--- config.mk ---
export PLATFORM = sky130hd
export DESIGN_NAME = ilac_div
export DESIGN_NICKNAME = d
export VERILOG_FILES = /design/src/rtl/ilac_pkg.sv /design/src/rtl/ilac_div.sv
export SDC_FILE = /design/constraint.sdc
export NUM_CORES = 1
export LEC_CHECK = 0
export ABC_AREA = 0
export BUFFER_PORTS_ARGS = -buffer_cell sky130_fd_sc_hd__buf_2
export CAP_MARGIN = 20
export CORE_ASPECT_RATIO = 1.4
export CORE_MARGIN = 5
export CORE_UTILIZATION = 45
export CTS_CLUSTER_SIZE = 8
export DETAILED_ROUTE_END_ITERATION = 6
export HOLD_SLACK_MARGIN = 0.15
export PLACE_DENSITY = 0.7
export SYNTH_ARGS = -nofsm -noshare
export SYNTH_HDL_FRONTEND = slang
export SYNTH_SLANG_ARGS = --single-unit
export TNS_END_PERCENT = 5
--- constraint.sdc ---
create_clock -name i_clk -period 3.56 [get_ports i_clk]
set_clock_uncertainty 0.15 [all_clocks]
set_input_delay 0.712 -clock i_clk [delete_from_list [all_inputs] [get_ports i_clk]]
set_output_delay 0.712 -clock i_clk [all_outputs]
set_load 0.01 [all_outputs]
--- src/rtl/ilac_pkg.sv ---
// ----------------------------------------------------------------------------
// ilac_pkg
// Shared widths, register map, micro-op encodings and control structs for the
// IMU lever-arm compensation block.
// ----------------------------------------------------------------------------
package ilac_pkg;

    localparam int TsW    = 48;   // timestamp
    localparam int VecW   = 24;   // vector components
    localparam int DtW    = TsW + 1;
    localparam int LimW   = 20;   // dt limit and divisor
    localparam int RegW   = 48;
    localparam int EntW   = 16;   // matrix entries and lever arm components
    localparam int AccW   = 64;
    localparam int AW     = 34;   // multiplier operand A
    localparam int BW     = 26;   // multiplier operand B
    localparam int PW     = AW + BW;
    localparam int MagW   = 42;   // magnitude of the angular cross product
    localparam int HalfW  = MagW / 2;
    localparam int CrW    = 33;   // rounded centripetal cross product
    localparam int AbW    = 48;   // corrected acceleration before saturation
    localparam int NumW   = 47;   // dividend and quotient
    localparam int OutDtW = 32;
    localparam int ApbDW  = 64;
    localparam int ApbAW  = 6;
    localparam int InW    = 192;
    localparam int OutW   = 176;

    localparam logic [BW-1:0]   MEGA        = BW'(1000000);
    localparam logic [RegW-1:0] ROT0_RESET  = 48'h4000_0000_0000;
    localparam logic [RegW-1:0] ROT1_RESET  = 48'h0000_4000_0000;
    localparam logic [RegW-1:0] ROT2_RESET  = 48'h0000_0000_4000;
    localparam logic [LimW-1:0] LIMIT_RESET = LimW'(100000);

    typedef enum logic [2:0] {
        REG_ROT0, REG_ROT1, REG_ROT2, REG_LEVER, REG_LIMIT
    } t_reg_idx;

    typedef enum logic [2:0] {A_ROT, A_D, A_WB, A_CR, A_MHI, A_MLO} t_asel;
    typedef enum logic [2:0] {B_G, B_A, B_R, B_WB, B_MEGA} t_bsel;
    typedef enum logic [2:0] {ACC_NONE, ACC_LOAD, ACC_ADD, ACC_SUB, ACC_LOAD_HI} t_accop;
    typedef enum logic [2:0] {ST_NONE, ST_WB, ST_AB, ST_CX, ST_C, ST_CC, ST_NUM} t_stop;

    typedef struct packed {
        t_asel      asel;
        logic [1:0] a_idx;
        t_bsel      bsel;
        logic [1:0] b_idx;
        t_accop     accop;
        t_stop      stop;
        logic [1:0] st_idx;
    } t_mcmd;

    typedef struct packed {
        t_mcmd      mop;
        logic       seed;
        logic       fin;
        logic       div_start;
        logic       qadd;
        logic [1:0] q_idx;
    } t_cmd;

    typedef struct packed {
        logic applied;
        logic have_prev;
        logic out_free;
        logic div_busy;
    } t_stat;

    localparam t_mcmd MOP_NOP = '{A_ROT, 2'd0, B_G, 2'd0, ACC_NONE, ST_NONE, 2'd0};

endpackage

--- src/rtl/ilac_div.sv ---
// ----------------------------------------------------------------------------
// ilac_div
// Restoring divider, one quotient bit per cycle.
// ----------------------------------------------------------------------------
module ilac_div (
    input  logic                       i_clk,
    input  logic                       i_rst_n,
    input  logic                       i_start,
    input  logic [ilac_pkg::NumW-1:0]  i_num,
    input  logic [ilac_pkg::LimW-1:0]  i_den,
    output logic                       o_busy,
    output logic [ilac_pkg::NumW-1:0]  o_quo
);
    import ilac_pkg::*;

    localparam int CntW = $clog2(NumW);

    logic            r_busy;
    logic [CntW-1:0] r_cnt;
    logic [LimW-1:0] r_rem;
    logic [NumW-1:0] r_quo;
    logic [LimW:0]   w_shift;
    logic [LimW+1:0] w_trial;
    logic            w_ge;

    assign w_shift = {r_rem, r_quo[NumW-1]};
    assign w_trial = {1'b0, w_shift} - {2'b00, i_den};
    assign w_ge    = !w_trial[LimW+1];

    always_ff @(posedge i_clk) begin
        if (!i_rst_n) begin
            r_busy <= 1'b0;
        end else if (i_start) begin
            r_busy <= 1'b1;
        end else if (r_busy && (r_cnt == CntW'(NumW - 1))) begin
            r_busy <= 1'b0;
        end
    end

    always_ff @(posedge i_clk) begin
        if (i_start) begin
            r_cnt <= '0;
            r_rem <= '0;
            r_quo <= i_num;
        end else if (r_busy) begin
            r_cnt <= r_cnt + 1'b1;
            r_rem <= w_ge ? w_trial[LimW-1:0] : w_shift[LimW-1:0];
            r_quo <= {r_quo[NumW-2:0], w_ge};
        end
    end

    assign o_busy = r_busy;
    assign o_quo  = r_quo;

endmodule

After elaboration in Yosys (flattened, before gate mapping)
Index checks and enable logic that the tools add are counted.
{"block": "op_classes", "addsub": 2, "eq_ne": 1, "muxes": 5, "reduce_logical": 4}
{"cell": "$mux 47", "count": 2}
{"cell": "$sub 21x20->22", "count": 1}
{"cell": "$mux 20", "count": 1}
{"cell": "$add 6x1->6 const B", "count": 1}
{"cell": "$eq 6x6->1 const B", "count": 1}
{"cell": "$reduce_bool 2->1", "count": 2}
{"cell": "$mux 1", "count": 2}
{"cell": "$logic_and 1x1->1", "count": 1}
{"cell": "$logic_not 1->1", "count": 1}
{"block": "totals", "regBits": 74, "in_bits": 70, "out_inout_bits": 48, "wordCells": 16}

Longest topological paths before layout
{"block": "logic_depth", "ltp_word": 4, "ltp_mapped": 12}

Worst setup path after synthesis
OpenSTA, ideal clock, no wires.
{"block": "synth_path", "path_type": "in2reg", "start": "input port i_den[2] (netlist bit)", "end": "register r_quo[0] (netlist: o_quo[0]) (data pin)", "arrival_time_ns": 2.587, "slack_ns": 0.563, "stages": 10, "path_buffers": 2, "path_cell_list": "inv_1 > ha_1 > a21oi_2 > a32oi_2 > a31o_4 > and3_4 > or2_1 > buf_6 > buf_12 > mux2_2"}
{"block": "synth_via", "elab_chain_cells": 4}
{"element": "start: declaration", "line": "ilac_div.sv:10", "source": "input logic [ilac_pkg::LimW-1:0] i_den,"}
{"element": "$sub 21x20->22", "line": "ilac_div.sv:27", "source": "assign w_trial = {1'b0, w_shift} - {2'b00, i_den};"}
{"element": "$logic_not 1->1", "line": "ilac_div.sv:28", "source": "assign w_ge = !w_trial[LimW+1];"}
{"element": "$mux 47", "line": "ilac_div.sv:45", "source": "end else if (r_busy) begin"}
{"element": "$mux 47", "line": "ilac_div.sv:41", "source": "if (i_start) begin"}
{"element": "end signal: assignment", "line": "ilac_div.sv:44", "source": "r_quo <= i_num;"}
{"element": "end signal: assignment", "line": "ilac_div.sv:48", "source": "r_quo <= {r_quo[NumW-2:0], w_ge};"}
{"element": "end: declaration", "line": "ilac_div.sv:21", "source": "logic [NumW-1:0] r_quo;"}
No other way between the ends. The select of a mux whose other input is x is not followed.
A chain may end at the register's enable or synchronous reset.

Final worst setup path
{"block": "layout_path", "start": "input port i_den[4] (netlist bit)", "end": "register r_quo[0] (netlist: o_quo[0]) (data pin)"}
The elaborated chain is that of the path after synthesis.

==> results.json <==
{
  "crit_arrival_ps": 2760,
  "htreeDepth": 3,
  "ys_warn_count": 0,
  "final_nets": 600,
  "synth_seq_area_share_pct": 46.0,
  "hold_buffers": 0,
  "hold_viol": 0,
  "ff_latch_area_mm2": 0.00195,
  "antenna_found_initial": 0,
  "drt_iter0_drc": 150,
  "num-fill-cells": 836,
  "r2r_end": "r_rem[16]$_SDFFE_PP0P_",
  "dr.pass1.iters": 4,
  "total_power_w": 0.00247,
  "rsz0062_at_grt": "false",
  "switching_share_pct": 24.1,
  "synth_cell_types": 54,
  "wl_mm": 9.77,
  "p_clk_share_pct": 42.1,
  "cp_data_required_time_ps": 3490,
  "ys_async_sr_fraction_pct": 0,
  "yosys.area.top_type_share_pct": 33.3,
  "grt_usage_pct": 17.4,
  "p_int_w": 0.00187,
  "drv_slew": 0,
  "hp-start": "r_rem[7]$_SDFFE_PP0P_",
  "power_density_mw_per_mm2": 465,
  "combPwrFrac_pct": 15.8,
  "crit_type": "input pin to register",
  "status": "finished clean",
  "hold_class": "register to register",
  "cts_tree": "done",
  "drive_above_1_share_pct": 40.0,
  "switchingPower_w": 0.000595,
  "tightest_slew_ps": 739,
  "synth_cells": 383,
  "synthTopCellsByArea": "edfxtp_1 33%, dfxtp_1 13%, mux2_2 13%",
  "cts.sinks": 74,
  "cts_root_buf": "clkbuf_16",
  "cts_setup_buffers": 0,
  "routedWlPerCell_um": 15.7,
  "pre_cts_slack_ps": 387,
  "hpwl_mm": 7.49,
  "ys.flop_type": "edfxtp_1",
  "syn_area_per_cell_um2": 11.1,
  "vdd_ir_drop_max_v": 0.000307,
  "finalCritPeriodShare_pct": 79.4,
  "numCtsBuffers": 9,
  "viasPerCell": 5.38,
  "insertion_delay_ps": 330,
  "crit_path_end_kind": "register",
  "grt_max_degree": 62,
  "fin_area_mm2": 0.00531,
  "n_antenna_cell": 0,
  "boundaryPins": 118,
  "grt_pass1_vias": 3443,
  "dr_total_vias": 3346,
  "p_seq_share_pct": 42.1,
  "gp_congestion": 0.888,
  "ys_ff_latch": 74,
  "clockBufferDepth": 2,
  "synth_area_mm2": 0.00424,
  "path_clk_slew_ps": 60,
  "reg2reg_from": "o_quo[46]$_DFFE_PP_",
  "final_cell_mix": "117 x buf_2, 48 x mux2_2, 47 x edfxtp_1",
  "core_area_mm2": 0.00935,
  "max-slew-margin-rel_pct": 50.7,
  "synth_edf_count": 47,
  "synth_top_cell_by_area": "edfxtp_1",
  "crit_fanout": 7,
  "reg2reg_depth": 10,
  "leakage_nw": 2.35,
  "dieArea_mm2": 0.0115,
  "die_height_um": 125,
  "die_w_um": 92.0,
  "setup_tns_ps": 0,
  "max_freq_ghz": 0.354,
  "synth_fp_nets": 476,
  "layout_commonest_cell": "buf_2",
  "numPortBuffers": 117,
  "reg2reg_slack_ps": 870,
  "hold-path-cell-count": 2,
  "rows": 42,
  "worstSetupStartpointType": "input pin",
  "grt_pass1_wl_mm": 16.2,
  "multi_input_area_mm2": 0.00211,
  "cts-resized-gates": 0,
  "grt_overflow": 0,
  "area_growth_pct": 25.2,
  "holdPathEnd": "r_rem[7]$_SDFFE_PP0P_",
  "max_cap_violations": 0,
  "fin_crit_ps": 2830,
  "placed_area_mm2": 0.00496,
  "ant_nets": 0,
  "setup_slack_ps": 732,
  "start_util_pct": 45.3,
  "setup_viol": 0,
  "drcViolationCount": 0
}
## cell type report
class                   count  share of cell area (%)
clock buffers              10                    4.32
multi-input cells         268                    39.7
clock inverters             6                    2.12
inverters                  25                    1.77
well taps                 110                    2.59
flip-flops and latches     74                    36.8
repair buffers            129                    12.7
## synth_stat cells, types with 2 or more instances
master	instances
mux2_2	48
edfxtp_1	47
nand2_1	29
dfxtp_1	27
inv_1	25
ha_1	22
o21ai_0	20
a21oi_1	18
nor2_1	18
xor2_1	13
clkbuf_1	9
a21o_1	8
mux2i_1	8
nand3_1	8
a32oi_1	7
a211oi_1	5
xnor2_1	5
a311oi_2	4
and3_1	4
nor2b_1	4
o21ai_1	4
and2_1	3
buf_2	3
nand2_2	3
nand2b_1	3
o21a_1	3
a22o_1	2
a31oi_1	2
buf_1	2
nand3b_1	2
nand4_1	2
nor3_1	2
o211ai_1	2
## metal layers
metal  routed length (um)  GRT usage, %  part of all wire, %
met1                 4070          20.4                   42
met2                 4760          29.0                   49
met3                  776          5.98                  7.9
met4                  176          7.17                  1.8
met5                    0             0                    0
## per-stage QoR
step                      utilization [%]  hold WS, ps  cells
after floorplan                         -          294    383
after global routing                 56.7          358    622
final                                56.7          318    622
after global placement               53.0          309    605
after detailed placement             53.1          314    606
after CTS                            56.7          322    622
## cell families (layout without fill, tap and decap cells)
logic type / after synthesis / after routing / share of synthesized area [%]
AOI/OAI and AO/OA: 90 / 90 / 15.3
xor gates and xnor gates: 18 / 18 / 3.72
adders and majority gates: 23 / 23 / 6.97
buffers and inverters: 41 / 170 / 4.28
DFF: 74 / 74 / 46.0
muxes: 56 / 56 / 14.6
and+or+nand+nor: 81 / 81 / 9.06
## critical path, stage by stage
cell and delay, ps:
buf_2 70, inv_1 30, ha_1 340, a21oi_1 210
a32oi_2 180, a31o_4 300, and3_4 170, or2_1 280
buf_4 190, mux2_2 260
## sequential cells by signal, summed over array words and instances, names as in the netlist
signal  cells
r_cnt       6
r_rem      20
o_busy      1
o_quo      47
## power groups by stage
stage	registers (W)	logic (W)	clock network, W
3_3_place_gp	0.00105	0.000385	0
3_5_place_dp	0.00105	0.000394	0
6_report	0.00104	0.000391	0.00104
2_1_floorplan	0.00108	0.000217	0
4_1_cts	0.00104	0.000395	0.00106
5_1_grt	0.00105	0.000432	0.00110
## worst max path at each step
stage	to	startpoint	cells after the start
2_1_floorplan	o_quo[0]$_DFFE_PP_	i_den[2]	10
3_3_place_gp	o_quo[0]$_DFFE_PP_	i_den[4]	10
3_5_place_dp	o_quo[0]$_DFFE_PP_	i_den[4]	10
4_1_cts	o_quo[0]$_DFFE_PP_	i_den[4]	10
5_1_grt	o_quo[0]$_DFFE_PP_	i_den[18]	10
6_report	o_quo[0]$_DFFE_PP_	i_den[4]	10
(Power assumes the default switching activity.)
