File: src/rtl/ilac_pkg.sv
// ----------------------------------------------------------------------------
// ilac_pkg
// Shared widths, register map, micro-op encodings and control structs for the
// IMU lever-arm compensation block.
// ----------------------------------------------------------------------------
package ilac_pkg;

    localparam int TsW    = 48;   // timestamp
    localparam int VecW   = 24;   // vector components
    localparam int DtW    = TsW + 1;
    localparam int LimW   = 20;   // dt limit and divisor
    localparam int RegW   = 48;
    localparam int EntW   = 16;   // matrix entries and lever arm components
    localparam int AccW   = 64;
    localparam int AW     = 34;   // multiplier operand A
    localparam int BW     = 26;   // multiplier operand B
    localparam int PW     = AW + BW;
    localparam int MagW   = 42;   // magnitude of the angular cross product
    localparam int HalfW  = MagW / 2;
    localparam int CrW    = 33;   // rounded centripetal cross product
    localparam int AbW    = 48;   // corrected acceleration before saturation
    localparam int NumW   = 47;   // dividend and quotient
    localparam int OutDtW = 32;
    localparam int ApbDW  = 64;
    localparam int ApbAW  = 6;
    localparam int InW    = 192;
    localparam int OutW   = 176;

    localparam logic [BW-1:0]   MEGA        = BW'(1000000);
    localparam logic [RegW-1:0] ROT0_RESET  = 48'h4000_0000_0000;
    localparam logic [RegW-1:0] ROT1_RESET  = 48'h0000_4000_0000;
    localparam logic [RegW-1:0] ROT2_RESET  = 48'h0000_0000_4000;
    localparam logic [LimW-1:0] LIMIT_RESET = LimW'(100000);

    typedef enum logic [2:0] {
        REG_ROT0, REG_ROT1, REG_ROT2, REG_LEVER, REG_LIMIT
    } t_reg_idx;

    typedef enum logic [2:0] {A_ROT, A_D, A_WB, A_CR, A_MHI, A_MLO} t_asel;
    typedef enum logic [2:0] {B_G, B_A, B_R, B_WB, B_MEGA} t_bsel;
    typedef enum logic [2:0] {ACC_NONE, ACC_LOAD, ACC_ADD, ACC_SUB, ACC_LOAD_HI} t_accop;
    typedef enum logic [2:0] {ST_NONE, ST_WB, ST_AB, ST_CX, ST_C, ST_CC, ST_NUM} t_stop;

    typedef struct packed {
        t_asel      asel;
        logic [1:0] a_idx;
        t_bsel      bsel;
        logic [1:0] b_idx;
        t_accop     accop;
        t_stop      stop;
        logic [1:0] st_idx;
    } t_mcmd;

    typedef struct packed {
        t_mcmd      mop;
        logic       seed;
        logic       fin;
        logic       div_start;
        logic       qadd;
        logic [1:0] q_idx;
    } t_cmd;

    typedef struct packed {
        logic applied;
        logic have_prev;
        logic out_free;
        logic div_busy;
    } t_stat;

    localparam t_mcmd MOP_NOP = '{A_ROT, 2'd0, B_G, 2'd0, ACC_NONE, ST_NONE, 2'd0};

endpackage

File: src/rtl/ilac_regs.sv
// ----------------------------------------------------------------------------
// ilac_regs
// Configuration register file behind the APB-style port.
// ----------------------------------------------------------------------------
module ilac_regs (
    input  logic                        i_clk,
    input  logic                        i_rst_n,
    input  logic                        psel,
    input  logic                        penable,
    input  logic                        pwrite,
    input  logic [ilac_pkg::ApbAW-1:0]  paddr,
    input  logic [ilac_pkg::ApbDW-1:0]  pwdata,
    output logic [ilac_pkg::ApbDW-1:0]  prdata,
    output logic                        pready,
    output logic [2:0][ilac_pkg::RegW-1:0] o_rot,
    output logic [ilac_pkg::RegW-1:0]   o_lever,
    output logic [ilac_pkg::LimW-1:0]   o_limit
);
    import ilac_pkg::*;

    logic [2:0][RegW-1:0] r_rot;
    logic [RegW-1:0]      r_lever;
    logic [LimW-1:0]      r_limit;
    t_reg_idx             w_idx;

    assign w_idx  = t_reg_idx'(paddr[ApbAW-1:3]);
    assign pready = 1'b1;

    always_ff @(posedge i_clk) begin
        if (!i_rst_n) begin
            r_rot[0] <= ROT0_RESET;
            r_rot[1] <= ROT1_RESET;
            r_rot[2] <= ROT2_RESET;
            r_lever  <= '0;
            r_limit  <= LIMIT_RESET;
        end else if (psel && penable && pwrite) begin
            unique case (w_idx)
                REG_ROT0:  r_rot[0] <= pwdata[RegW-1:0];
                REG_ROT1:  r_rot[1] <= pwdata[RegW-1:0];
                REG_ROT2:  r_rot[2] <= pwdata[RegW-1:0];
                REG_LEVER: r_lever  <= pwdata[RegW-1:0];
                REG_LIMIT: r_limit  <= pwdata[LimW-1:0];
                default: ;
            endcase
        end
    end

    always_comb begin
        unique case (w_idx)
            REG_ROT0:  prdata = ApbDW'(r_rot[0]);
            REG_ROT1:  prdata = ApbDW'(r_rot[1]);
            REG_ROT2:  prdata = ApbDW'(r_rot[2]);
            REG_LEVER: prdata = ApbDW'(r_lever);
            REG_LIMIT: prdata = ApbDW'(r_limit);
            default:   prdata = '0;
        endcase
    end

    assign o_rot   = r_rot;
    assign o_lever = r_lever;
    assign o_limit = r_limit;

endmodule

File: config.mk
export PLATFORM = sky130hd
export DESIGN_NAME = ilac_regs
export DESIGN_NICKNAME = d
export VERILOG_FILES = /design/src/rtl/ilac_pkg.sv /design/src/rtl/ilac_regs.sv
export SDC_FILE = /design/constraint.sdc
export NUM_CORES = 1
export LEC_CHECK = 0
export ABC_AREA = 1
export BUFFER_PORTS_ARGS = -buffer_cell sky130_fd_sc_hd__buf_2
export CAP_MARGIN = 25
export CORE_MARGIN = 4
export CORE_UTILIZATION = 39
export CTS_CLUSTER_SIZE = 30
export DETAILED_ROUTE_END_ITERATION = 12
export PLACE_DENSITY = 0.66
export SLEW_MARGIN = 20
export SYNTH_ARGS = -nofsm -noshare
export SYNTH_HDL_FRONTEND = slang
export SYNTH_SLANG_ARGS = --single-unit
File: constraint.sdc
create_clock -name i_clk -period 1.6 [get_ports i_clk]
set_clock_uncertainty 0.05 [all_clocks]
set_input_delay 0.16 -clock i_clk [delete_from_list [all_inputs] [get_ports i_clk]]
set_output_delay 0.16 -clock i_clk [all_outputs]
set_load 0.05 [all_outputs]
# Word level (Yosys, flattened, before mapping)
# Cells that the tools add are included.
[totals]
register_bits = 212
input_bits = 75
out_inout_bits = 277
wordCells = 18
[classes]
n_eq_ne = 4
muxes = 1
reduce_logical = 8
[op_table]
columns = ["op", "count"]
rows = [
  ["$pmux 48 s5", 1],
  ["$reduce_and 2->1", 5],
  ["$eq 3x2->1 const B", 2],
  ["$eq 3x1->1 const B", 1],
  ["$eq 3x3->1 const B", 1],
  ["$logic_not 3->1", 1],
  ["$logic_and 1x1->1", 2],
]

# Logic depth before layout (Yosys ltp)
[depth]
ltp_word = 3
mapped_depth = 9
ltp_nobuf = 7

# Worst setup path before layout
# OpenSTA, ideal clock, no wires.
[synth_timing]
path_type = "input to output"
startpoint = "input paddr[4] in the netlist's numbering"
endpoint = "output prdata[20] in the netlist's numbering"
arrival_time_ns = 1.462
slack_ns = -0.072
cell_stages = 9
n_path_buf = 2
cell_sequence = "buf_2 -> inv_1 -> nand2_1 -> nor2_1 -> clkbuf_1 -> nand2_1 -> nand2_1 -> inv_1 -> nand2_1"
[synth_via]
elab_chain_len = 2
elab_cells_between_ends = 6
classes_between = "4 x eq/ne; 1 x mux; 1 x reduce/logical"
[synth_lines]
columns = ["item", "line_no", "source"]
rows = [
  ["start: declaration", "ilac_regs.sv:11", "input logic [ilac_pkg::ApbAW-1:0] paddr,"],
  ["$eq 3x3->1 (tied with other cells)", "ilac_regs.sv:49", "unique case (w_idx)"],
  ["$pmux 48 s5 (*)", "ilac_regs.sv:49", ""],
  ["end: declaration", "ilac_regs.sv:13", "output logic [ilac_pkg::ApbDW-1:0] prdata,"],
]
# Mark *: on every way between the ends. The rest lies on a longest branch, timed or not.

# Worst setup path in the final report
[layout_timing]
startpoint = "register r_lever[1], in the netlist o_lever[1]"
endpoint = "output prdata[1] in the netlist's numbering"
[layout_via]
elab_chain_len = 1
[layout_lines]
columns = ["item", "line_no", "source"]
rows = [
  ["start: declaration", "ilac_regs.sv:22", "logic [RegW-1:0] r_lever;"],
  ["start signal: assignment", "ilac_regs.sv:41", "REG_LEVER: r_lever <= pwdata[RegW-1:0];"],
  ["$pmux 48 s5", "ilac_regs.sv:49", ""],
]
# No other way between the ends.

==> flow_metrics.env <==
export IMPL_status="complete, no violations"
export IMPL_dominantRegCellSynth="dfxtp_1"
export IMPL_worstPathArrival_ns=1.36
export IMPL_highest_signal_layer="met4"
export IMPL_flow_area_growth_from_synthesis_pct=44.77
export IMPL_crit_path_max_incr_delay_ns=0.34
export IMPL_detail_route_iter0_violations=807
export IMPL_hold_worst_slack_ns=0.02019
export IMPL_cellPowerDensity_nw_per_um2=858.4
export IMPL_antenna_left=0
export IMPL_num_antenna_cells=0
export IMPL_nets=2127
export IMPL_grt_pass1_wl_um=56930
export IMPL_grt_remaining_overflow=0
export IMPL_p_leak_uw=0.007386
export IMPL_io_pins=352
export IMPL_worst_path_buf_inv=1
export IMPL_sw_share_pct=26.88
export IMPL_worst_ir_drop_vdd_mv=0.7135
export IMPL_design_die_area_sq_um=29070
export IMPL_clock_tree_buffer_depth=3
export IMPL_met2_wirelength_um=18580
export IMPL_io_buffers=315
export IMPL_critical_path_top_delay_family="simple AND/OR/NAND/NOR gates"
export IMPL_initial_core_util_pct=39.63
export IMPL_drt_pass1_iterations=5
export IMPL_grt_antenna_before_repair=0
export IMPL_clk_root_buffer_cell="clkbuf_16"
export IMPL_vias_per_cell=4.941
export IMPL_met1Wirelength_um=16060
export IMPL_rows=59
export IMPL_worst_endpoint_required_ns=1.39
export IMPL_area_of_the_placeable_core_sq_um=25980
export IMPL_netlist_instances=1677
export IMPL_switching_power_uw=3440
export IMPL_hold_path_class="in2reg"
export IMPL_cts_htree_levels=1
export IMPL_worst_skew_pair_later_pin_latency_ns=0.51
export IMPL_num_vias=11880
export IMPL_synth_seq_area_share_pct=41.21
export IMPL_hpwlAfterDp_um=24960
export IMPL_netlist_top_cells_count="nand2_1, nor2_1, dfxtp_1"
export IMPL_crit_path_cell_trace="nand4_1 -> nand2_1 -> nor2_2 -> nand2_2 -> buf_6"
export IMPL_timing_critical_path_to_type="output pin"
export IMPL_maxSlewViolCount=0
export IMPL_setup_violations_final=0
export IMPL_ys_warn_count=0
export IMPL_tritoncts_clock_tree="built"
export IMPL_synth_adder_area_share_pct=0
export IMPL_numCtsBuffers=24
export IMPL_sequential_group_share_of_total_power_pct=42.3
export IMPL_pin_count_of_the_biggest_net_entering_global_routing=61
export IMPL_start_kind="flip-flop"
export IMPL_setup_tns_final_ns=0
export IMPL_synthTopCellsByArea="dfxtp_1, nand2_1, nor2_1"
export IMPL_synth_edff_count=0
export IMPL_synth_compound_gate_area_share_pct=1.506
export IMPL_setup_worst_path_class="reg2out"
export IMPL_ys_async_sr_fraction_pct=0
export IMPL_yosys_area_top_type="dfxtp_1"
export IMPL_timing_max_cap_violations=0
export IMPL_die_height_um=170.5
export IMPL_final_hold_viol_count=0
export IMPL_synth_top_cell_area_share_pct=41.21
export IMPL_worst_setup_hold_path_clk_slew_ns=0.06
export IMPL_synth_cell_area_sq_um=10300
export IMPL_avgSynthCellArea_sq_um=6.141
export IMPL_multiplexer_share_of_the_synthesized_area_pct=0
export IMPL_die_width_um=170.5
export IMPL_clockPowerShare_pct=44.4
export IMPL_synth_xor_area_share_pct=0
export IMPL_path_max_fanout=3
export IMPL_unrepaired_setup_endpoints_after_global_routing="yes"
export IMPL_fmaxAchievable_mhz=636.1
export IMPL_synth_seq_cells=212
export IMPL_routed_wire_length_per_instance_um=16.02
export IMPL_yosys_cell_count_top_type="nand2_1"
export IMPL_fraction_of_layout_cells_with_a_size_suffix_above_1_pct=29.10
export IMPL_drt_wl_total_um=38520
export IMPL_tritoncts_num_sinks=212
export IMPL_place_congestion=0.8652
export IMPL_final_period_minus_worst_setup_slack_ns=1.572
export IMPL_slowest_stage="dfxtp_2"
export IMPL_wl_met3_um=3128
export IMPL_report_power_total_uw=12800
export IMPL_p_int_uw=9358
export IMPL_main_combinational_cell_family_by_area_after_synthesis="simple AND/OR/NAND/NOR gates"
export IMPL_timing_final_crit_share_pct=98.26
export IMPL_detail_route_drc_violations=0
export IMPL_comb_power_share_pct=13.3
export IMPL_grt_pass1_vias=10510
export IMPL_postLayoutSetupSlackWorst_ns=0.02780
export IMPL_synthesized_area_fraction_occupied_by_and_or_nand_nor_cells_pct=46.28
export IMPL_post_synth_num_cell_types=19
export IMPL_global_route_usage_total_pct=23.95
export IMPL_place_ws_ns=-0.04459
==> power by group through the flow <==
stage	clock network (uW)	logic (uW)	registers [uW]
detailed placement	0	1490	5520
finish	5690	1700	5410
CTS	5780	1600	5400
global route	6000	1820	5410
global placement	0	1470	5520
floorplan	0	774	5750
==> tightest hold or removal path, stage by stage <==
cell	delay, ns
buf_2	0.07
inv_1	0.09
nand3_1	0.10
nand2_1	0.04
nor2_1	0.07
==> per-layer routing <==
layer  global-route usage [%]  vias to the layer above
met2                    42.64                      546
met4                    5.556                        0
met5                        0                        -
met1                    30.57                     5409
met3                    3.720                       56
li1                         -                     5868
==> cell families after synthesis <==
| family | count (synthesis) |
|---|---|
| compound gates | 31 |
| simple gates | 1176 |
| other cells | 2 |
| flops | 212 |
| buf+inv | 256 |
==> sequential cells by signal, indices dropped and copies added, names as in the netlist <==
name     cells
o_rot      144
o_lever     48
o_limit     20
==> cell type report <==
cell class              instances  area (sq um)
fillers                      2407         11080
well taps                     335         419.2
clock inverters                 6         82.58
multi-input cells            1224          5274
flip-flops and latches        212          4315
repair buffers                467          3616
inverters                     123         471.7
clock buffers                  37         730.7
==> metrics by stage <==
stage | instance area (sq um) | std cells | utilization, %
floorplan | 10430 | 1692 | -
global placement | 12770 | 2290 | 49.16
detailed placement | 12770 | 2290 | 49.16
CTS | 14250 | 2382 | 54.83
global route | 14910 | 2404 | 57.38
finish | 14910 | 2404 | 57.38
==> what timing repair did <==
action	CTS	global route
gates cloned	0	5
endpoints found under the hold margin	190	0
setup buffers	0	17
gates resized for setup	66	151
pin swaps	6	41
endpoints found under the setup margin	42	49
hold buffers	49	0
==> worst paths after layout <==
kind | slack [ns] | startpoint | depth (start not counted) | to
max reg2reg | 0.37 | o_rot[46] | 3 | o_rot[46]
min | 0.02 | pwdata[0] | 5 | o_rot[0]
max | 0.03 | o_lever[1] | 5 | prdata[1]
min reg2reg | 0.44 | o_limit[15] | 2 | o_limit[15]
==> placed cells by master (no fill, tap or decap), types with 17 or more instances in the layout <==
master	n
buf_4	72
a21oi_1	17
dfxtp_2	57
nand3_1	193
nand4_1	33
clkbuf_16	30
nand2_2	37
inv_1	117
nor2_1	443
dfxtp_1	155
buf_12	28
conb_1	17
nand2_1	433
buf_6	40
dlygate4sd3_1	49
nor2_2	17
buf_2	264
Note: power is estimated with default switching activity, not from simulation.
