**src/rtl/ilac_pkg.sv**
```systemverilog
// ----------------------------------------------------------------------------
// ilac_pkg
// Shared widths, register map, micro-op encodings and control structs for the
// IMU lever-arm compensation block.
// ----------------------------------------------------------------------------
package ilac_pkg;

    localparam int TsW    = 48;   // timestamp
    localparam int VecW   = 24;   // vector components
    localparam int DtW    = TsW + 1;
    localparam int LimW   = 20;   // dt limit and divisor
    localparam int RegW   = 48;
    localparam int EntW   = 16;   // matrix entries and lever arm components
    localparam int AccW   = 64;
    localparam int AW     = 34;   // multiplier operand A
    localparam int BW     = 26;   // multiplier operand B
    localparam int PW     = AW + BW;
    localparam int MagW   = 42;   // magnitude of the angular cross product
    localparam int HalfW  = MagW / 2;
    localparam int CrW    = 33;   // rounded centripetal cross product
    localparam int AbW    = 48;   // corrected acceleration before saturation
    localparam int NumW   = 47;   // dividend and quotient
    localparam int OutDtW = 32;
    localparam int ApbDW  = 64;
    localparam int ApbAW  = 6;
    localparam int InW    = 192;
    localparam int OutW   = 176;

    localparam logic [BW-1:0]   MEGA        = BW'(1000000);
    localparam logic [RegW-1:0] ROT0_RESET  = 48'h4000_0000_0000;
    localparam logic [RegW-1:0] ROT1_RESET  = 48'h0000_4000_0000;
    localparam logic [RegW-1:0] ROT2_RESET  = 48'h0000_0000_4000;
    localparam logic [LimW-1:0] LIMIT_RESET = LimW'(100000);

    typedef enum logic [2:0] {
        REG_ROT0, REG_ROT1, REG_ROT2, REG_LEVER, REG_LIMIT
    } t_reg_idx;

    typedef enum logic [2:0] {A_ROT, A_D, A_WB, A_CR, A_MHI, A_MLO} t_asel;
    typedef enum logic [2:0] {B_G, B_A, B_R, B_WB, B_MEGA} t_bsel;
    typedef enum logic [2:0] {ACC_NONE, ACC_LOAD, ACC_ADD, ACC_SUB, ACC_LOAD_HI} t_accop;
    typedef enum logic [2:0] {ST_NONE, ST_WB, ST_AB, ST_CX, ST_C, ST_CC, ST_NUM} t_stop;

    typedef struct packed {
        t_asel      asel;
        logic [1:0] a_idx;
        t_bsel      bsel;
        logic [1:0] b_idx;
        t_accop     accop;
        t_stop      stop;
        logic [1:0] st_idx;
    } t_mcmd;

    typedef struct packed {
        t_mcmd      mop;
        logic       seed;
        logic       fin;
        logic       div_start;
        logic       qadd;
        logic [1:0] q_idx;
    } t_cmd;

    typedef struct packed {
        logic applied;
        logic have_prev;
        logic out_free;
        logic div_busy;
    } t_stat;

    localparam t_mcmd MOP_NOP = '{A_ROT, 2'd0, B_G, 2'd0, ACC_NONE, ST_NONE, 2'd0};

endpackage

```
**src/rtl/ilac_ctrl.sv**
```systemverilog
// ----------------------------------------------------------------------------
// ilac_ctrl
// Sequencer: in its multiply states it issues one micro-op per cycle to the
// datapath; it also steps the divider for each axis.
// ----------------------------------------------------------------------------
module ilac_ctrl (
    input  logic             i_clk,
    input  logic             i_rst_n,
    input  logic             i_accept,
    input  ilac_pkg::t_stat  i_stat,
    output logic             o_ready,
    output ilac_pkg::t_cmd   o_cmd
);
    import ilac_pkg::*;

    typedef enum logic [10:0] {
        S_IDLE  = 11'b00000000001,
        S_ROT   = 11'b00000000010,
        S_CX    = 11'b00000000100,
        S_C     = 11'b00000001000,
        S_GAP   = 11'b00000010000,
        S_CC    = 11'b00000100000,
        S_MEGA  = 11'b00001000000,
        S_DRAIN = 11'b00010000000,
        S_DIV   = 11'b00100000000,
        S_DWAIT = 11'b01000000000,
        S_FIN   = 11'b10000000000
    } t_state;

    t_state     r_state, n_state;
    logic [1:0] r_i, n_i;
    logic       r_h, n_h;
    logic       r_j, n_j;
    logic [1:0] r_k, n_k;
    logic [1:0] r_row;
    logic [1:0] w_k1, w_k2;

    function automatic logic [1:0] f_inc3(input logic [1:0] v);
        return (v == 2'd2) ? 2'd0 : v + 2'd1;
    endfunction

    assign w_k1 = f_inc3(r_k);
    assign w_k2 = f_inc3(w_k1);
    assign r_row = r_i;

    always_ff @(posedge i_clk) begin
        if (!i_rst_n) begin
            r_state <= S_IDLE;
            r_i     <= '0;
            r_h     <= 1'b0;
            r_j     <= 1'b0;
            r_k     <= '0;
        end else begin
            r_state <= n_state;
            r_i     <= n_i;
            r_h     <= n_h;
            r_j     <= n_j;
            r_k     <= n_k;
        end
    end

    // Column counter for the matrix rows runs 0..2 in r_k during S_ROT.
    always_comb begin
        n_state = r_state;
        n_i     = r_i;
        n_h     = r_h;
        n_j     = r_j;
        n_k     = r_k;
        o_cmd           = '0;
        o_cmd.mop       = MOP_NOP;
        unique case (r_state)
            S_IDLE: begin
                if (i_accept) begin
                    n_state = S_ROT;
                    n_i     = '0;
                    n_h     = 1'b0;
                    n_k     = '0;
                end
            end
            S_ROT: begin
                o_cmd.mop.asel   = A_ROT;
                o_cmd.mop.a_idx  = r_row;
                o_cmd.mop.bsel   = r_h ? B_A : B_G;
                o_cmd.mop.b_idx  = r_k;
                o_cmd.mop.accop  = (r_k == 2'd0) ? ACC_LOAD : ACC_ADD;
                o_cmd.mop.st_idx = r_row;
                if (r_k == 2'd2) begin
                    o_cmd.mop.stop = r_h ? ST_AB : ST_WB;
                    n_k = '0;
                    n_h = !r_h;
                    if (r_h) begin
                        if (r_i == 2'd2) begin
                            n_j     = 1'b0;
                            n_state = i_stat.applied ? S_CX : S_DRAIN;
                        end else begin
                            n_i = r_i + 2'd1;
                        end
                    end
                end else begin
                    n_k = r_k + 2'd1;
                end
            end
            S_CX, S_C, S_CC: begin
                // cross product: first term LOAD, second term SUB and store
                o_cmd.mop.a_idx  = r_j ? w_k2 : w_k1;
                o_cmd.mop.b_idx  = r_j ? w_k1 : w_k2;
                o_cmd.mop.accop  = r_j ? ACC_SUB : ACC_LOAD;
                o_cmd.mop.st_idx = r_k;
                if (r_state == S_CX) begin
                    o_cmd.mop.asel = A_D;
                    o_cmd.mop.bsel = B_R;
                    o_cmd.mop.stop = r_j ? ST_CX : ST_NONE;
                end else if (r_state == S_C) begin
                    o_cmd.mop.asel = A_WB;
                    o_cmd.mop.bsel = B_R;
                    o_cmd.mop.stop = r_j ? ST_C : ST_NONE;
                end else begin
                    // rate x cr: A carries cr, so swap the index roles
                    o_cmd.mop.asel  = A_CR;
                    o_cmd.mop.bsel  = B_WB;
                    o_cmd.mop.a_idx = r_j ? w_k1 : w_k2;
                    o_cmd.mop.b_idx = r_j ? w_k2 : w_k1;
                    o_cmd.mop.stop  = r_j ? ST_CC : ST_NONE;
                end
                n_j = !r_j;
                if (r_j) begin
                    if (r_k == 2'd2) begin
                        n_k = '0;
                        if (r_state == S_CX) begin
                            n_state = S_C;
                        end else if (r_state == S_C) begin
                            n_state = S_GAP;
                        end else begin
                            n_state = S_MEGA;
                        end
                    end else begin
                        n_k = r_k + 2'd1;
                    end
                end
            end
            S_GAP: begin
                // hold until the rounded centripetal terms are stored
                n_j = !r_j;
                if (r_j) begin
                    n_state = S_CC;
                end
            end
            S_MEGA: begin
                o_cmd.mop.asel   = r_j ? A_MLO : A_MHI;
                o_cmd.mop.a_idx  = r_k;
                o_cmd.mop.bsel   = B_MEGA;
                o_cmd.mop.accop  = r_j ? ACC_ADD : ACC_LOAD_HI;
                o_cmd.mop.stop   = r_j ? ST_NUM : ST_NONE;
                o_cmd.mop.st_idx = r_k;
                n_j = !r_j;
                if (r_j) begin
                    n_state = S_DRAIN;
                end
            end
            S_DRAIN: begin
                n_j = !r_j;
                if (r_j) begin
                    n_state = i_stat.applied ? S_DIV : S_FIN;
                end
            end
            S_DIV: begin
                o_cmd.div_start = 1'b1;
                n_state         = S_DWAIT;
            end
            S_DWAIT: begin
                if (!i_stat.div_busy) begin
                    o_cmd.qadd  = 1'b1;
                    o_cmd.q_idx = r_k;
                    if (r_k == 2'd2) begin
                        n_state = S_FIN;
                    end else begin
                        n_k     = r_k + 2'd1;
                        n_j     = 1'b0;
                        n_state = S_MEGA;
                    end
                end
            end
            S_FIN: begin
                if (!i_stat.have_prev) begin
                    o_cmd.seed = 1'b1;
                    n_state    = S_IDLE;
                end else if (i_stat.out_free) begin
                    o_cmd.fin = 1'b1;
                    n_state   = S_IDLE;
                end
            end
            default: n_state = S_IDLE;
        endcase
    end

    assign o_ready = (r_state == S_IDLE);

endmodule

```
**config.mk**
```make
export PLATFORM = sky130hd
export DESIGN_NAME = ilac_ctrl
export DESIGN_NICKNAME = d
export VERILOG_FILES = /design/src/rtl/ilac_pkg.sv /design/src/rtl/ilac_ctrl.sv
export SDC_FILE = /design/constraint.sdc
export NUM_CORES = 1
export LEC_CHECK = 0
export BUFFER_PORTS_ARGS = -buffer_cell sky130_fd_sc_hd__buf_2
export CAP_MARGIN = 20
export CORE_UTILIZATION = 56
export CTS_BUF_LIST = sky130_fd_sc_hd__clkbuf_4
export DETAILED_ROUTE_END_ITERATION = 16
export PLACE_DENSITY = 0.83
export SYNTH_ARGS = -nofsm -noshare
export SYNTH_HDL_FRONTEND = slang
export SYNTH_SLANG_ARGS = --single-unit
```
**constraint.sdc**
```tcl
create_clock -name i_clk -period 3.3 [get_ports i_clk]
set_input_delay 0.33 -clock i_clk [delete_from_list [all_inputs] [get_ports i_clk]]
set_output_delay 0.33 -clock i_clk [all_outputs]
set_load 0.05 [all_outputs]
```
Word-level counts from Yosys, hierarchy flattened

Cells that the tools add are included.

Muxes and demuxes: 70
Reduce and logical (&&, ||, !) cells: 13
Eq/ne operators: 27
Add/subtract/negate cells: 3

Operators by type and width:

| cell                   | number |
|---|---|
| $mux W11               | 14 |
| $pmux W11 S9           | 1 |
| $pmux W8 S3            | 2 |
| $mux W2                | 21 |
| $mux W3                | 10 |
| $ne A2 B2 Y1 const B   | 12 |
| $mux W1                | 14 |
| $mux W7                | 2 |
| $eq A11 B1 Y1 const B  | 1 |
| $eq A11 B10 Y1 const B | 1 |
| $eq A11 B11 Y1 const B | 1 |
| $eq A11 B2 Y1 const B  | 1 |
| $eq A11 B3 Y1 const B  | 1 |
| $eq A11 B4 Y1 const B  | 1 |
| $eq A11 B5 Y1 const B  | 1 |
| $eq A11 B6 Y1 const B  | 1 |
| $eq A11 B7 Y1 const B  | 1 |
| $eq A11 B8 Y1 const B  | 1 |
| $eq A11 B9 Y1 const B  | 1 |
| $reduce_and A11 Y1     | 1 |
| $reduce_and A5 Y1      | 2 |
| $mux W8                | 1 |
| $pmux W2 S2            | 2 |
| $pmux W2 S4            | 1 |
| other kinds (14)       | 19 |

Output and inout bits: 25
Input port bits: 7
Register bits after elaboration: 17

Logic depth before layout (Yosys ltp)

Word-level depth: 8
Depth in mapped cells: 9
Mapped depth without buffers: 8

Worst setup path before layout

OpenSTA, ideal clock, no wires.

Path kind: reg2reg
Start: register r_state[3]
End: register r_state[0]
Required time: 3.179 ns
Setup time: 0.121 ns
Data arrival time: 3.545 ns
Slack: -0.367 ns
Cell stages (with the launch flop): 7
Cells stage by stage: dfxtp_1 -> clkbuf_1 -> nor4_1 -> nand2_1 -> nor4b_1 -> o41ai_1 -> or2_1

Word-level cells in the longest chain between the ends: 5
Elaborated cells on any way between the ends: 28
Those cells by class: eq/ne (22); mux (4); reduce/logical (2)

Ends and longest elaborated chain:

| what                     | line                              | text |
|---|---|---|
| start: declaration       | ilac_ctrl.sv:30                   | `t_state r_state, n_state;` |
| start signal: assignment | ilac_ctrl.sv:54                   | `r_state <= n_state;` |
| $eq A11 B3 Y1            | ilac_ctrl.sv:71, ilac_ctrl.sv:129 |  |
| $mux W7                  | ilac_ctrl.sv:129                  | `if (r_state == S_CX) begin` |
| $mux W11                 | ilac_ctrl.sv:127                  | `if (r_k == 2'd2) begin` |
| $mux W11                 | ilac_ctrl.sv:126                  | `if (r_j) begin` |
| $pmux W11 S9             | ilac_ctrl.sv:71                   | `unique case (r_state)` |

Several ways; a longest one is shown, not always the timed one. The select of a mux whose other input is x is not followed.
A chain may end at the register's enable or synchronous reset.

==> results.md <==
- Status: completed
- Initial core utilization: 59.4%
- Final Hold Fails: 0
- WL/cell: 15.0 um
- DR vias/cell: 6.30
- Most frequent cells in the layout: buf_2, nor2_1, nand2_1
- Max Clk Rate: 329 MHz
- Largest net degree at the start of global routing: 16
- Die span in x: 53.5 um
- Area Growth Syn to Fin: 12.6%
- Layout cell share with drive strength beyond 1: 25.1%
- Total of max-cap violations: 0
- Syn Inst Count: 202
- I/O Pins: 32
- CTS Buf Count: 3
- Slowest-stage cell, CP: or4_1
- Slew headroom: 55.8%
- RSZ-0062 raised after global routing: false
- Commonest non-fill, non-tap cell in the layout: buf_2
- Complex-gate fraction of the synthesized area: 22.8%
- Vias in the first global route: 1321
- Die Area: 2860 um^2
- DP Wirelength: 2.88 mm
- Final setup fails: 0
- Worst skew pair latency: 0.31 ns
- Final ANT Viol Nets: 0
- Synth top area cells: dfxtp_1, nor2_1, a21oi_1, nand2_1, ha_1
- CTS Sinks: 17
- Mux cell area share after synthesis: 3.63%
- Clk_skew: 0.00773 ns
- CTS tree: built
- Xor/xnor cell area share of the yosys netlist: 1.18%
- Setup TNS: 0 ns
- H-tree lvl count: 1
- Yosys warnings: 0
- Fin nets: 240
- Worst-margin pin slew: 0.657 ns
- Synth top area share: 22.9%
- Gr usage total: 30.8%
- Bufs on Longest Clock Path: 2
- Largest family of logic cells by synthesized area: simple AND/OR/NAND/NOR gates
- Final period utilization: 92.1%
- Setup WS post-layout: 0.262 ns
- WL final: 3.86 mm
- Grt met2 use: 46.7%
- Drc violations: 0
- Final Util: 66.8%
- Power per Cell Area: 505 nW/um^2
- Yosys reg bits: 17
- Global-route track usage on met3: 6.32%
- Crit path required time: 2.97 ns
- Final slew viol count: 0
- First-pass GRT wire length: 6.26 mm
- Worst path max stage delay: 0.67 ns
- CP max FO: 8
- Crit path launch type: flop
- Top FF cell, synth: dfxtp_1
- Vias: 1620
- GR peak layer: met2
- Syn_nets: 214
- CTS root buf: clkbuf_4
- # diodes: 0
- Post-synthesis simple-gate area fraction: 38.4%
- Worst-path clk slew: 0.11 ns
- Synth unique cells: 52
- Crit Path Class: flop to output port
- Synth Area per Inst: 7.35 um^2
- Ys async rst share: 0%
- Drt pass-1 iters: 6
- Leak pwr: 0.737 nW
- CP Capture Type: output port
- Maximum vdd drop: 456 uV
- Number of flops mapped to enable cells by yosys: 0
- Final GP Congestion: 0.890
- Met1 GRT Util: 41.8%
- Buffers on Ports: 31
- Hold_buf cts: 0
- Min Clock Period, post-route: 3.04 ns
- Cells along the critical path: or4_1, nor4_1, buf_4, nor3b_1, a21oi_1, mux2_2, o221ai_1, buf_2
- Synth area leader: dfxtp_1
- Die H: 53.5 um
- Adder-cell share of the synthesized area: 4.22%
- CP Data Arrival Time: 2.71 ns
- Antenna violations before repair: 0
- GRT overflow: 0
- Worst slack, placed: 0.502 ns
- Core box area: 2500 um^2
- Row count: 18
- Cell area after synthesis: 1480 um^2
- Iter 0 DRT Violations: 78
- Sequential share of the synthesized area: 22.9%
- Worst hold-check path type: input pin to flop
==> worst max-delay path: cells and delay by family, from the launching register on <==
kind                   cells  cell delay (ns)
muxes                      1             0.28
buffers and inverters      2             0.50
and+or+nand+nor            3             1.14
AOI/OAI and AO/OA          2             0.14
DFF                        1             0.35
==> cells in the mapped netlist, drive strengths merged (2+ instances only) <==
cell,count
mux2i,2
a21oi,18
o21ai,9
or2,5
or4b,4
or3,4
a2bb2oi,2
o22a,2
a211oi,2
o21a,4
nand3,8
or4,3
nor3,8
xnor2,2
ha,5
nand2,19
a22oi,2
inv,5
nor4,5
a21o,3
o41ai,2
nand4,4
nor2,26
and3,3
nor4b,3
buf,5
mux2,3
dfxtp,17
nor3b,4
clkbuf,9
==> power by group <==
part           leakage, nW  switching [mW]  internal (mW)  total (mW)
Clock               0.0139          0.0771         0.0464       0.124
Combinational        0.585           0.316          0.147       0.463
Sequential           0.138          0.0281          0.228       0.256
==> flip-flops by register name, summed over array words and instances (netlist names) <==
register and count:
r_i 2, r_j 1, r_h 1, r_k 2
r_state 11
==> metal layers <==
layer | vias up | wire, um
met4 | 0 | 52
met2 | 78 | 1730
met3 | 6 | 353
met5 | - | 0
met1 | 736 | 1720
li1 | 800 | -
==> path summary, 6_finish.rpt <==
path	slack [ns]	endpoint	cells past startpoint	startpoint
min	0.26	r_state[8]	3	i_stat[3]
max	0.26	o_cmd[19]	8	r_state[4]
min reg2reg	0.47	r_i[0]	2	r_i[0]
max reg2reg	0.74	r_state[0]	9	r_k[0]
==> cell type report <==
type                       count  area, um^2
clock buffer                   3        22.5
clock inverter                 1        7.51
fill                         220         830
inverter                       6        22.5
multi-input combinational    165        1050
sequential                    17         340
tap                           30        37.5
timing repair buffer          35         185
==> per-stage QoR <==
step           instance area, um^2  power, mW  std cells  hold WS [ns]
2_1_floorplan                 1490      0.607        202         0.444
3_3_place_gp                  1630      0.711        253         0.450
3_5_place_dp                  1630      0.711        253         0.458
4_1_cts                       1660      0.835        257         0.247
5_1_grt                       1670      0.898        257         0.248
6_report                      1670      0.843        257         0.255
==> repair_timing <==
action	4_1_cts	5_1_grt
buffers inserted	0	0
resized for setup	0	1
setup endpoints to repair	0	3
==> cells by family after synthesis <==
family | after synthesis
AO/OA/AOI/OAI | 51
XOR/XNOR | 2
AND/OR/NAND/NOR | 102
adder cells (fa/ha/maj) | 5
buffers and inverters | 20
multiplexers | 5
flip-flops | 17
Note: power is estimated with default switching activity, not from simulation.
